[config.mk]
export PLATFORM = sky130hd
export DESIGN_NAME = go_back_n_sender_window
export DESIGN_NICKNAME = d
export VERILOG_FILES = /design/src/rtl/gbn_pkg.sv /design/src/rtl/gbn_flag_mem.sv /design/src/rtl/gbn_engine.sv /design/src/rtl/go_back_n_sender_window.sv
export VERILOG_INCLUDE_DIRS = /design/src /design/src/rtl
export SDC_FILE = /design/constraint.sdc
export NUM_CORES = 1
export LEC_CHECK = 0
export BUFFER_PORTS_ARGS = -buffer_cell sky130_fd_sc_hd__buf_2
export CORE_MARGIN = 5
export CORE_UTILIZATION = 62
export DETAILED_ROUTE_END_ITERATION = 6
export GPL_TIMING_DRIVEN = 0
export HOLD_SLACK_MARGIN = 0.05
export PLACE_DENSITY_LB_ADDON = 0.25
export SLEW_MARGIN = 20
export SYNTH_ARGS = -nofsm -noshare
export SYNTH_HDL_FRONTEND = slang
export SYNTH_SLANG_ARGS = --single-unit
[constraint.sdc]
create_clock -name clk -period 6.9 [get_ports clk]
set_clock_uncertainty 0.1 [all_clocks]
set_input_delay 0 -clock clk [delete_from_list [all_inputs] [get_ports clk]]
set_output_delay 0 -clock clk [all_outputs]
set_load 0.005 [all_outputs]
[src/rtl/go_back_n_sender_window_macros.svh]
// Assertion macros shared by the go-back-N sender window RTL.
// Depends on nothing; users provide clk and rst_n in scope.
`ifndef GO_BACK_N_SENDER_WINDOW_MACROS_SVH
`define GO_BACK_N_SENDER_WINDOW_MACROS_SVH

// Same-cycle implication, quiet during reset.
`define GBN_ASSERT_IMP(lbl, ante, cons, msg) \
  lbl: assert property (@(posedge clk) disable iff (!rst_n) (ante) |-> (cons)) \
    else $error(msg);

// Next-cycle implication, quiet during reset.
`define GBN_ASSERT_NXT(lbl, ante, cons, msg) \
  lbl: assert property (@(posedge clk) disable iff (!rst_n) (ante) |=> (cons)) \
    else $error(msg);

`endif

[src/rtl/gbn_pkg.sv]
// Shared constants, types and helpers for the go-back-N sender window.
// No dependencies; imported by every module of the block.
`default_nettype none

package gbn_pkg;

  localparam int SEQ_COUNT = 20;
  localparam int SEQ_W     = 5;   // sequence and wire number field width
  localparam int CNT_W     = 16;
  localparam int WIN_W     = 5;
  localparam int TO_W      = 8;
  localparam int CFG_IDX_W = 2;
  localparam int CFG_DAT_W = 16;
  localparam int IN_W      = 8;
  localparam int OUT_W     = 32;

  typedef logic [SEQ_W-1:0] seq_t;
  typedef logic [CNT_W-1:0] cnt_t;

  localparam seq_t SEQ_LAST = seq_t'(SEQ_COUNT - 1);
  localparam seq_t WIRE_MAX = seq_t'(SEQ_COUNT);

  // command codes
  localparam logic [1:0] CMD_START = 2'd0;
  localparam logic [1:0] CMD_SEND  = 2'd1;
  localparam logic [1:0] CMD_ACK   = 2'd2;
  localparam logic [1:0] CMD_POLL  = 2'd3;

  // configuration register indexes
  localparam logic [CFG_IDX_W-1:0] REG_TOTAL   = 2'd0;
  localparam logic [CFG_IDX_W-1:0] REG_WINDOW  = 2'd1;
  localparam logic [CFG_IDX_W-1:0] REG_TIMEOUT = 2'd2;

  localparam cnt_t              TOTAL_RST   = 16'd25;
  localparam logic [WIN_W-1:0]  WINDOW_RST  = 5'd10;
  localparam logic [TO_W-1:0]   TIMEOUT_RST = 8'd20;

  typedef struct packed {
    cnt_t             total;
    logic [WIN_W-1:0] window;
    logic [TO_W-1:0]  timeout;
  } cfg_t;

  // result item, send_valid in the lowest bit
  typedef struct packed {
    logic done_res;
    seq_t window_base;
    logic timeout_fired;
    cnt_t packet_index;
    seq_t send_seq;
    logic send_valid;
  } res_t;

  typedef struct packed {
    logic clr;
    logic rd_en;
    seq_t rd_addr;
    logic wr_en;
    seq_t wr_addr;
    logic wr_data;
  } mem_req_t;

  function automatic seq_t seq_inc(input seq_t a);
    seq_t r;
    r = (a == SEQ_LAST) ? '0 : a + seq_t'(1);
    return r;
  endfunction

  // (a - b) mod SEQ_COUNT for a, b below SEQ_COUNT
  function automatic seq_t seq_dist(input seq_t a, input seq_t b);
    logic [SEQ_W:0] t;
    t = {1'b0, a} + (SEQ_W+1)'(SEQ_COUNT) - {1'b0, b};
    if (t >= (SEQ_W+1)'(SEQ_COUNT)) begin
      t = t - (SEQ_W+1)'(SEQ_COUNT);
    end
    return t[SEQ_W-1:0];
  endfunction

endpackage

`default_nettype wire

[src/rtl/gbn_flag_mem.sv]
// Acknowledged-flag store: one bit per sequence number, registered read.
// Per-entry valid bits make unwritten entries read as acknowledged.
// Depends on gbn_pkg.
`default_nettype none

module gbn_flag_mem
  import gbn_pkg::*;
(
  input  wire logic     clk,
  input  wire logic     rst_n,
  input  wire mem_req_t req,
  output logic          rd_flag
);

  logic                 mem_r [SEQ_COUNT];
  logic [SEQ_COUNT-1:0] vld_r;
  logic                 rd_flag_r;

  always_ff @(posedge clk) begin
    if (req.wr_en) begin
      mem_r[req.wr_addr] <= req.wr_data;
    end
  end

  always_ff @(posedge clk) begin
    if (!rst_n || req.clr) begin
      vld_r <= '0;
    end else if (req.wr_en) begin
      vld_r[req.wr_addr] <= 1'b1;
    end
  end

  always_ff @(posedge clk) begin
    if (req.rd_en) begin
      rd_flag_r <= vld_r[req.rd_addr] ? mem_r[req.rd_addr] : 1'b1;
    end
  end

  assign rd_flag = rd_flag_r;

endmodule

`default_nettype wire

[src/rtl/gbn_engine.sv]
// Sender window sequencer: decodes a command, walks the flag store one
// entry a cycle and keeps base, next, counts and the finished flag.
// Depends on gbn_pkg and the shared assertion macros.
`default_nettype none
`include "go_back_n_sender_window_macros.svh"

module gbn_engine
  import gbn_pkg::*;
(
  input  wire logic       clk,
  input  wire logic       rst_n,
  input  wire cfg_t       cfg,
  input  wire logic       in_valid,
  output logic            in_ready,
  input  wire logic [1:0] in_cmd,
  input  wire seq_t       in_ackn,
  output logic            res_valid,
  input  wire logic       res_ready,
  output res_t            res,
  output mem_req_t        mem_req,
  input  wire logic       rd_flag
);

  localparam logic [2:0] ST_IDLE = 3'd0;
  localparam logic [2:0] ST_SEND = 3'd1;
  localparam logic [2:0] ST_ACK  = 3'd2;
  localparam logic [2:0] ST_TOUT = 3'd3;
  localparam logic [2:0] ST_RES  = 3'd4;

  logic [2:0]      state_r, state_nxt;
  seq_t            base_r, base_nxt;
  seq_t            next_r, next_nxt;
  cnt_t            sent_r, sent_nxt;
  cnt_t            acked_r, acked_nxt;
  logic [TO_W-1:0] epc_r, epc_nxt;
  logic            fin_r, fin_nxt;
  seq_t            ptr_r, ptr_nxt;
  seq_t            left_r, left_nxt;
  logic            pend_r, pend_nxt;
  seq_t            pend_addr_r, pend_addr_nxt;
  seq_t            rescnt_r, rescnt_nxt;
  logic            upd_r, upd_nxt;
  logic            sv_r, sv_nxt;
  seq_t            sseq_r, sseq_nxt;
  cnt_t            pidx_r, pidx_nxt;
  logic            fired_r, fired_nxt;

  seq_t            eff_win;
  seq_t            outst;
  seq_t            ack_idx;
  seq_t            ack_dist;
  logic [TO_W:0]   poll_cnt;
  logic            done_now;
  seq_t            miss_total;

  always_comb begin
    eff_win    = (cfg.window > WIN_W'(SEQ_COUNT - 1)) ? SEQ_LAST : seq_t'(cfg.window);
    outst      = seq_dist(next_r, base_r);
    ack_idx    = in_ackn - seq_t'(1);
    ack_dist   = seq_dist(ack_idx, base_r);
    poll_cnt   = {1'b0, epc_r} + (TO_W+1)'(1);
    done_now   = fin_r | (upd_r & (acked_r >= cfg.total));
    miss_total = rescnt_r + seq_t'(!rd_flag);
  end

  always_comb begin
    state_nxt     = state_r;
    base_nxt      = base_r;
    next_nxt      = next_r;
    sent_nxt      = sent_r;
    acked_nxt     = acked_r;
    epc_nxt       = epc_r;
    fin_nxt       = fin_r;
    ptr_nxt       = ptr_r;
    left_nxt      = left_r;
    pend_nxt      = pend_r;
    pend_addr_nxt = pend_addr_r;
    rescnt_nxt    = rescnt_r;
    upd_nxt       = upd_r;
    sv_nxt        = sv_r;
    sseq_nxt      = sseq_r;
    pidx_nxt      = pidx_r;
    fired_nxt     = fired_r;
    mem_req       = '0;

    unique case (state_r)
      ST_IDLE: begin
        if (in_valid) begin
          sv_nxt    = 1'b0;
          sseq_nxt  = '0;
          pidx_nxt  = '0;
          fired_nxt = 1'b0;
          upd_nxt   = 1'b1;
          state_nxt = ST_RES;
          if (in_cmd == CMD_START) begin
            mem_req.clr = 1'b1;
            base_nxt    = '0;
            next_nxt    = '0;
            sent_nxt    = '0;
            acked_nxt   = '0;
            epc_nxt     = '0;
            fin_nxt     = 1'b0;
            upd_nxt     = 1'b0;
          end else if (fin_r) begin
            upd_nxt = 1'b0;
          end else begin
            unique case (in_cmd)
              CMD_SEND: begin
                if (outst < eff_win && sent_r < cfg.total) begin
                  mem_req.rd_en   = 1'b1;
                  mem_req.rd_addr = next_r;
                  state_nxt       = ST_SEND;
                end
              end
              CMD_ACK: begin
                epc_nxt = '0;
                if (in_ackn != '0 && in_ackn <= WIRE_MAX && ack_dist < outst) begin
                  ptr_nxt   = base_r;
                  left_nxt  = ack_dist;
                  acked_nxt = acked_r + CNT_W'(ack_dist) + cnt_t'(1);
                  base_nxt  = seq_inc(ack_idx);
                  state_nxt = ST_ACK;
                end
              end
              CMD_POLL: begin
                if (poll_cnt > {1'b0, cfg.timeout}) begin
                  epc_nxt   = '0;
                  fired_nxt = 1'b1;
                  next_nxt  = base_r;
                  if (eff_win != '0) begin
                    ptr_nxt    = base_r;
                    left_nxt   = eff_win;
                    pend_nxt   = 1'b0;
                    rescnt_nxt = '0;
                    state_nxt  = ST_TOUT;
                  end
                end else begin
                  epc_nxt = poll_cnt[TO_W-1:0];
                end
              end
              default: begin
              end
            endcase
          end
        end
      end
      ST_SEND: begin
        if (rd_flag) begin
          mem_req.wr_en   = 1'b1;
          mem_req.wr_addr = next_r;
          mem_req.wr_data = 1'b0;
          sv_nxt          = 1'b1;
          sseq_nxt        = next_r + seq_t'(1);
          pidx_nxt        = sent_r;
          next_nxt        = seq_inc(next_r);
          sent_nxt        = sent_r + cnt_t'(1);
        end
        state_nxt = ST_RES;
      end
      ST_ACK: begin
        mem_req.wr_en   = 1'b1;
        mem_req.wr_addr = ptr_r;
        mem_req.wr_data = 1'b1;
        if (left_r == '0) begin
          state_nxt = ST_RES;
        end else begin
          ptr_nxt  = seq_inc(ptr_r);
          left_nxt = left_r - seq_t'(1);
        end
      end
      ST_TOUT: begin
        // retire the entry read last cycle, issue the next read
        if (pend_r) begin
          mem_req.wr_en   = 1'b1;
          mem_req.wr_addr = pend_addr_r;
          mem_req.wr_data = 1'b1;
          rescnt_nxt      = miss_total;
        end
        if (left_r != '0) begin
          mem_req.rd_en   = 1'b1;
          mem_req.rd_addr = ptr_r;
          pend_nxt        = 1'b1;
          pend_addr_nxt   = ptr_r;
          ptr_nxt         = seq_inc(ptr_r);
          left_nxt        = left_r - seq_t'(1);
        end else begin
          pend_nxt  = 1'b0;
          sent_nxt  = sent_r - CNT_W'(miss_total);
          state_nxt = ST_RES;
        end
      end
      ST_RES: begin
        if (res_ready) begin
          fin_nxt   = done_now;
          state_nxt = ST_IDLE;
        end
      end
      default: begin
        state_nxt = ST_IDLE;
      end
    endcase
  end

  always_ff @(posedge clk) begin
    if (!rst_n) begin
      state_r <= ST_IDLE;
      base_r  <= '0;
      next_r  <= '0;
      sent_r  <= '0;
      acked_r <= '0;
      epc_r   <= '0;
      fin_r   <= 1'b0;
      pend_r  <= 1'b0;
      upd_r   <= 1'b0;
    end else begin
      state_r <= state_nxt;
      base_r  <= base_nxt;
      next_r  <= next_nxt;
      sent_r  <= sent_nxt;
      acked_r <= acked_nxt;
      epc_r   <= epc_nxt;
      fin_r   <= fin_nxt;
      pend_r  <= pend_nxt;
      upd_r   <= upd_nxt;
    end
  end

  always_ff @(posedge clk) begin
    ptr_r       <= ptr_nxt;
    left_r      <= left_nxt;
    pend_addr_r <= pend_addr_nxt;
    rescnt_r    <= rescnt_nxt;
    sv_r        <= sv_nxt;
    sseq_r      <= sseq_nxt;
    pidx_r      <= pidx_nxt;
    fired_r     <= fired_nxt;
  end

  assign in_ready  = (state_r == ST_IDLE);
  assign res_valid = (state_r == ST_RES);

  always_comb begin
    res.send_valid    = sv_r;
    res.send_seq      = sseq_r;
    res.packet_index  = pidx_r;
    res.timeout_fired = fired_r;
    res.window_base   = base_r;
    res.done_res      = done_now;
  end

  `GBN_ASSERT_IMP(a_ptr_range, 1'b1, base_r < WIRE_MAX && next_r < WIRE_MAX, "base or next out of range")
  `GBN_ASSERT_IMP(a_rw_apart, mem_req.wr_en && mem_req.rd_en, mem_req.wr_addr != mem_req.rd_addr, "flag read and write collide")
  `GBN_ASSERT_NXT(a_accept_busy, in_valid && in_ready, state_r != ST_IDLE, "accepted item left engine idle")
  `GBN_ASSERT_NXT(a_res_handoff, res_valid && res_ready, state_r == ST_IDLE, "result handoff did not free engine")

endmodule

`default_nettype wire

[src/rtl/go_back_n_sender_window.sv]
// Go-back-N sender window: one result item per input item.
// Ack items walk the acked entries of the flag store; a timeout rewind walks the
// effective window, and with a zero window it does not walk the store.
// The engine takes one item at a time; a waiting result sits in the output
// register while the next item is taken.
// Synchronous active-low reset: config to 25/10/20, flags acknowledged, counts zero.
`default_nettype none

module go_back_n_sender_window
  import gbn_pkg::*;
(
  input  wire logic                 clk,
  input  wire logic                 rst_n,
  input  wire logic                 in_tvalid,
  output logic                      in_tready,
  input  wire logic [IN_W-1:0]      in_tdata,   // ack_number[4:0], zero fill
  input  wire logic [1:0]           in_tuser,   // cmd[1:0]
  output logic                      out_tvalid,
  input  wire logic                 out_tready,
  // send_valid[0], send_seq[5:1], packet_index[21:6], timeout_fired[22],
  // window_base[27:23], done_res[28], zero fill
  output logic [OUT_W-1:0]          out_tdata,
  input  wire logic                 cfg_valid,
  output logic                      cfg_ready,
  input  wire logic [CFG_IDX_W-1:0] cfg_index,
  input  wire logic [CFG_DAT_W-1:0] cfg_data
);

  cfg_t     cfg_r;
  logic     res_valid;
  logic     res_ready;
  res_t     res;
  mem_req_t mem_req;
  logic     rd_flag;
  logic     out_valid_r;
  res_t     out_res_r;

  assign cfg_ready = 1'b1;

  always_ff @(posedge clk) begin
    if (!rst_n) begin
      cfg_r.total   <= TOTAL_RST;
      cfg_r.window  <= WINDOW_RST;
      cfg_r.timeout <= TIMEOUT_RST;
    end else if (cfg_valid) begin
      unique case (cfg_index)
        REG_TOTAL:   cfg_r.total   <= cfg_data;
        REG_WINDOW:  cfg_r.window  <= cfg_data[WIN_W-1:0];
        REG_TIMEOUT: cfg_r.timeout <= cfg_data[TO_W-1:0];
        default: begin
        end
      endcase
    end
  end

  gbn_flag_mem u_flag_mem (
    .clk     (clk),
    .rst_n   (rst_n),
    .req     (mem_req),
    .rd_flag (rd_flag)
  );

  gbn_engine u_engine (
    .clk       (clk),
    .rst_n     (rst_n),
    .cfg       (cfg_r),
    .in_valid  (in_tvalid),
    .in_ready  (in_tready),
    .in_cmd    (in_tuser),
    .in_ackn   (in_tdata[SEQ_W-1:0]),
    .res_valid (res_valid),
    .res_ready (res_ready),
    .res       (res),
    .mem_req   (mem_req),
    .rd_flag   (rd_flag)
  );

  // hold the result until the sink takes it
  assign res_ready = !out_valid_r || out_tready;

  always_ff @(posedge clk) begin
    if (!rst_n) begin
      out_valid_r <= 1'b0;
    end else if (res_ready) begin
      out_valid_r <= res_valid;
    end
  end

  always_ff @(posedge clk) begin
    if (res_ready && res_valid) begin
      out_res_r <= res;
    end
  end

  assign out_tvalid = out_valid_r;
  assign out_tdata  = {(OUT_W - $bits(res_t))'(0), out_res_r};

endmodule

`default_nettype wire
==> impl_metrics.csv <==
group,metric,value,unit
die,die_w,144,um
cts,tritoncts,"yes",
layout,layout.nets,1421,
critical_path,r2r_slack,0.57,ns
layout,design_area,0.0127,mm^2
hold_path,holdPathStages,5,
layout,syn2layout_area_growth,14.1,%
yosys,ys_types,73,
yosys,seq_area_frac_synth,0.441,
cts,clkSlewWorstSetupHoldPaths,0.08,ns
sta,period_minus_slack,6.33,ns
global_route,gr-total-overflow,0,
yosys,synth-edff-count,93,
critical_path,slowest_delay,0.60,ns
layout,fin_util,0.713,
yosys,postSynthAreaPerCell,9.55,um^2
cts,htreeDepth,4,
critical_path,cp-startpoint,"u_engine.next_r[0]",
layout,drive_gt1_frac,0.0981,
place,place_area,0.0118,mm^2
critical_path,slowest_stage,"o21ai_1",
sta,maxSlewViolCount,0,
power_and_ir_drop,vdd_drop_max,0.219,mV
cts,cts_num_sinks,199,
place,io_buffer_count,58,
yosys,synth_top_cells_by_area,"edfxtp_1 25%, dfxtp_1 19%, ha_1 11%",
yosys,synthArstFlopShare,0,
global_route,grt_pass1_wl,45200,um
route,first_pass_iters,7,
critical_path,cp_max_fo,10,
cts,cts_hold_buf,33,
layout,final_common_cell,"nor2_1",
critical_path,crit_arrival,6.50,ns
critical_path,timing.rr.start,"u_engine.next_r[0]",
route,wire_per_inst,18.3,um
die,start_util,0.625,
layout,diodes,0,
die,fp.dieH,144,um
cts,clock_path_buffers,2,
global_route,antenna_found_initial,0,
layout,fin_cells,1524,
route,postRouteWirelength,27900,um
critical_path,path_cells,"inv_1, ha_1, inv_1, ha_1, inv_1, fa_1, xnor2_1, inv_1, ha_1, nand2_1, o21ai_0, a21boi_0, mux2_2, ha_1, a21oi_1, nor2b_1, a2111oi_0, o211ai_1, buf_2, o21ai_1, mux2i_1, a22oi_1, a211o_1, a31oi_1",
critical_path,cp.required,7.07,ns
cts,cts_setup_buffers,0,
yosys,yosys_warnings,0,
die,rows,49,
sta,hold_violations,0,
place,gp_congestion,0.946,
global_route,grt_max_degree,31,
cts,clk-insertion-delay-late,0.44,ns
place,dp_hpwl,20100,um
sta,tns,0,ns
critical_path,critPathKind,"reg -> reg",
die,ios,68,
hold_path,hold_end,"u_engine.base_r[4]",
die,die_area,0.0208,mm^2
critical_path,reg2reg_depth,24,
sta,period_share,0.918,
critical_path,endpoint_kind,"register",
outcome,status,"finished, final reports clean",
yosys,syn_inst,1168,
global_route,grt_pass1_vias,9045,
yosys,syn_area,0.0112,mm^2
die,core_area,0.0178,mm^2
yosys,ys_seq_elements,199,
hold_path,min_path_type,"in -> reg",
cts,cts_resized,0,
route,vias_per_cell,6.00,
critical_path,rr_endpoint,"u_flag_mem.rd_flag",
sta,worst_pin_slew,0.985,ns
cts,ctsRootBufferMaster,"clkbuf_16",
yosys,synth-main-ff-cell,"dfxtp_1",
place,dp_cells,1459,
flow_run,maxCapViolations,0,
sta,relSlewSlack,0.341,
power_and_ir_drop,powerDensity,267,mW/mm^2
route,detail-route-antenna-nets,0,
power_and_ir_drop,leakage,5.27,nW
cts,cts_buffers,17,
sta,setup_viol,0,
sta,rsz0062_at_grt,"false",
layout,mostFrequentLayoutCells,"126 x nor2_1, 106 x dfxtp_1, 102 x ha_1",
sta,max_freq,158,MHz
yosys,synth_top_area_share,0.250,
critical_path,critPathLaunchType,"register",
yosys,yosys.area.top_type,"edfxtp_1",
route,initialDrtViolationCount,851,
route,vias,9148,
global_route,grt_use_total,0.277,
route,route.detailed.drc,0,
hold_path,min_from,"in_tdata[4]",
cell usage after synthesis (20+ instances only):
library cell	instances
a21oi_1	76
clkbuf_1	29
nor3_1	26
nand3_1	29
nor2_1	126
edfxtp_1	93
mux2i_1	22
and2_1	20
xnor2_1	32
inv_1	89
a21o_1	22
o21ai_0	35
ha_1	102
o21a_1	24
dfxtp_1	106
nand2_1	98
routing by layer:
metal,GRT usage,vias up,routed length (um),part of all wire
li1,-,4394,-,-
met1,0.348,4374,11600,0.42
met2,0.491,315,14000,0.50
met3,0.0420,65,1680,0.060
met4,0.0923,0,654,0.023
met5,0,-,0,0
flip-flops by register name, summed over array words and instances (netlist names):
name / cells
out_tvalid: 1
u_engine.pend_r: 1
u_flag_mem.mem_r: 20
u_engine.pidx_r: 16
u_engine.rescnt_r: 5
u_engine.left_r: 5
u_engine.ptr_r: 5
u_engine.fin_r: 1
u_engine.epc_r: 8
out_tdata: 29
u_flag_mem.vld_r: 20
u_engine.acked_r: 16
u_engine.next_r: 5
u_engine.sent_r: 16
u_flag_mem.rd_flag: 1
u_engine.pend_addr_r: 5
u_engine.sseq_r: 5
u_engine.sv_r: 1
u_engine.base_r: 5
u_engine.upd_r: 1
u_engine.state_r: 3
u_engine.fired_r: 1
cfg_r: 29
critical path, delay by kind of cell, from the launching register on:
family	cells	cell delay, ns
AND/OR/NAND/NOR	2	0.14
XOR/XNOR	1	0.25
buffers and inverters	5	0.62
flip-flops	1	0.49
AO/OA/AOI/OAI	9	2.61
multiplexers	2	0.68
adder cells (fa/ha/maj)	5	1.26
cell type report:
cell class / instances / area [um^2]
Timing Repair Buffer: 93 / 639
Clock inverter: 15 / 188
Tap cell: 229 / 287
Clock buffer: 17 / 425
Sequential cell: 199 / 4910
Buffer: 38 / 171
Inverter: 89 / 334
Multi-Input combinational cell: 844 / 5760
Fill cell: 1335 / 5120
kinds of logic after synthesis:
group           share of synthesized area
compound gates                      0.159
xor+xnor                           0.0377
fa+ha+maj                           0.122
buf+inv                            0.0453
flops                               0.441
mux                                0.0228
other cells                      0.000673
simple gates                        0.173
stage by stage:
stage | worst slack, ns | hold WS [ns] | power, mW
6_report | 0.566 | 0.0607 | 3.40
3_3_place_gp | 0.886 | 0.141 | 2.31
4_1_cts | 0.636 | 0.0508 | 3.38
3_5_place_dp | 0.762 | 0.148 | 2.36
5_1_grt | 0.224 | 0.118 | 3.56
2_1_floorplan | 1.82 | 0.0242 | 2.07
how the worst max path moves through the flow:
| stage | to | slack, ns |
|---|---|---|
| 2_1_floorplan | u_flag_mem.rd_flag | 1.82 |
| 3_3_place_gp | u_flag_mem.rd_flag | 0.89 |
| 3_5_place_dp | u_flag_mem.rd_flag | 0.76 |
| 4_1_cts | u_flag_mem.rd_flag | 0.64 |
| 5_1_grt | u_flag_mem.rd_flag | 0.22 |
| 6_report | u_flag_mem.rd_flag | 0.57 |
power breakdown:
part / internal (mW) / switching, mW
sequential: 1.37 / 0.0581
clock: 0.522 / 0.499
combinational: 0.363 / 0.585
total: 2.26 / 1.14
Note: power is estimated with default switching activity, not from simulation.
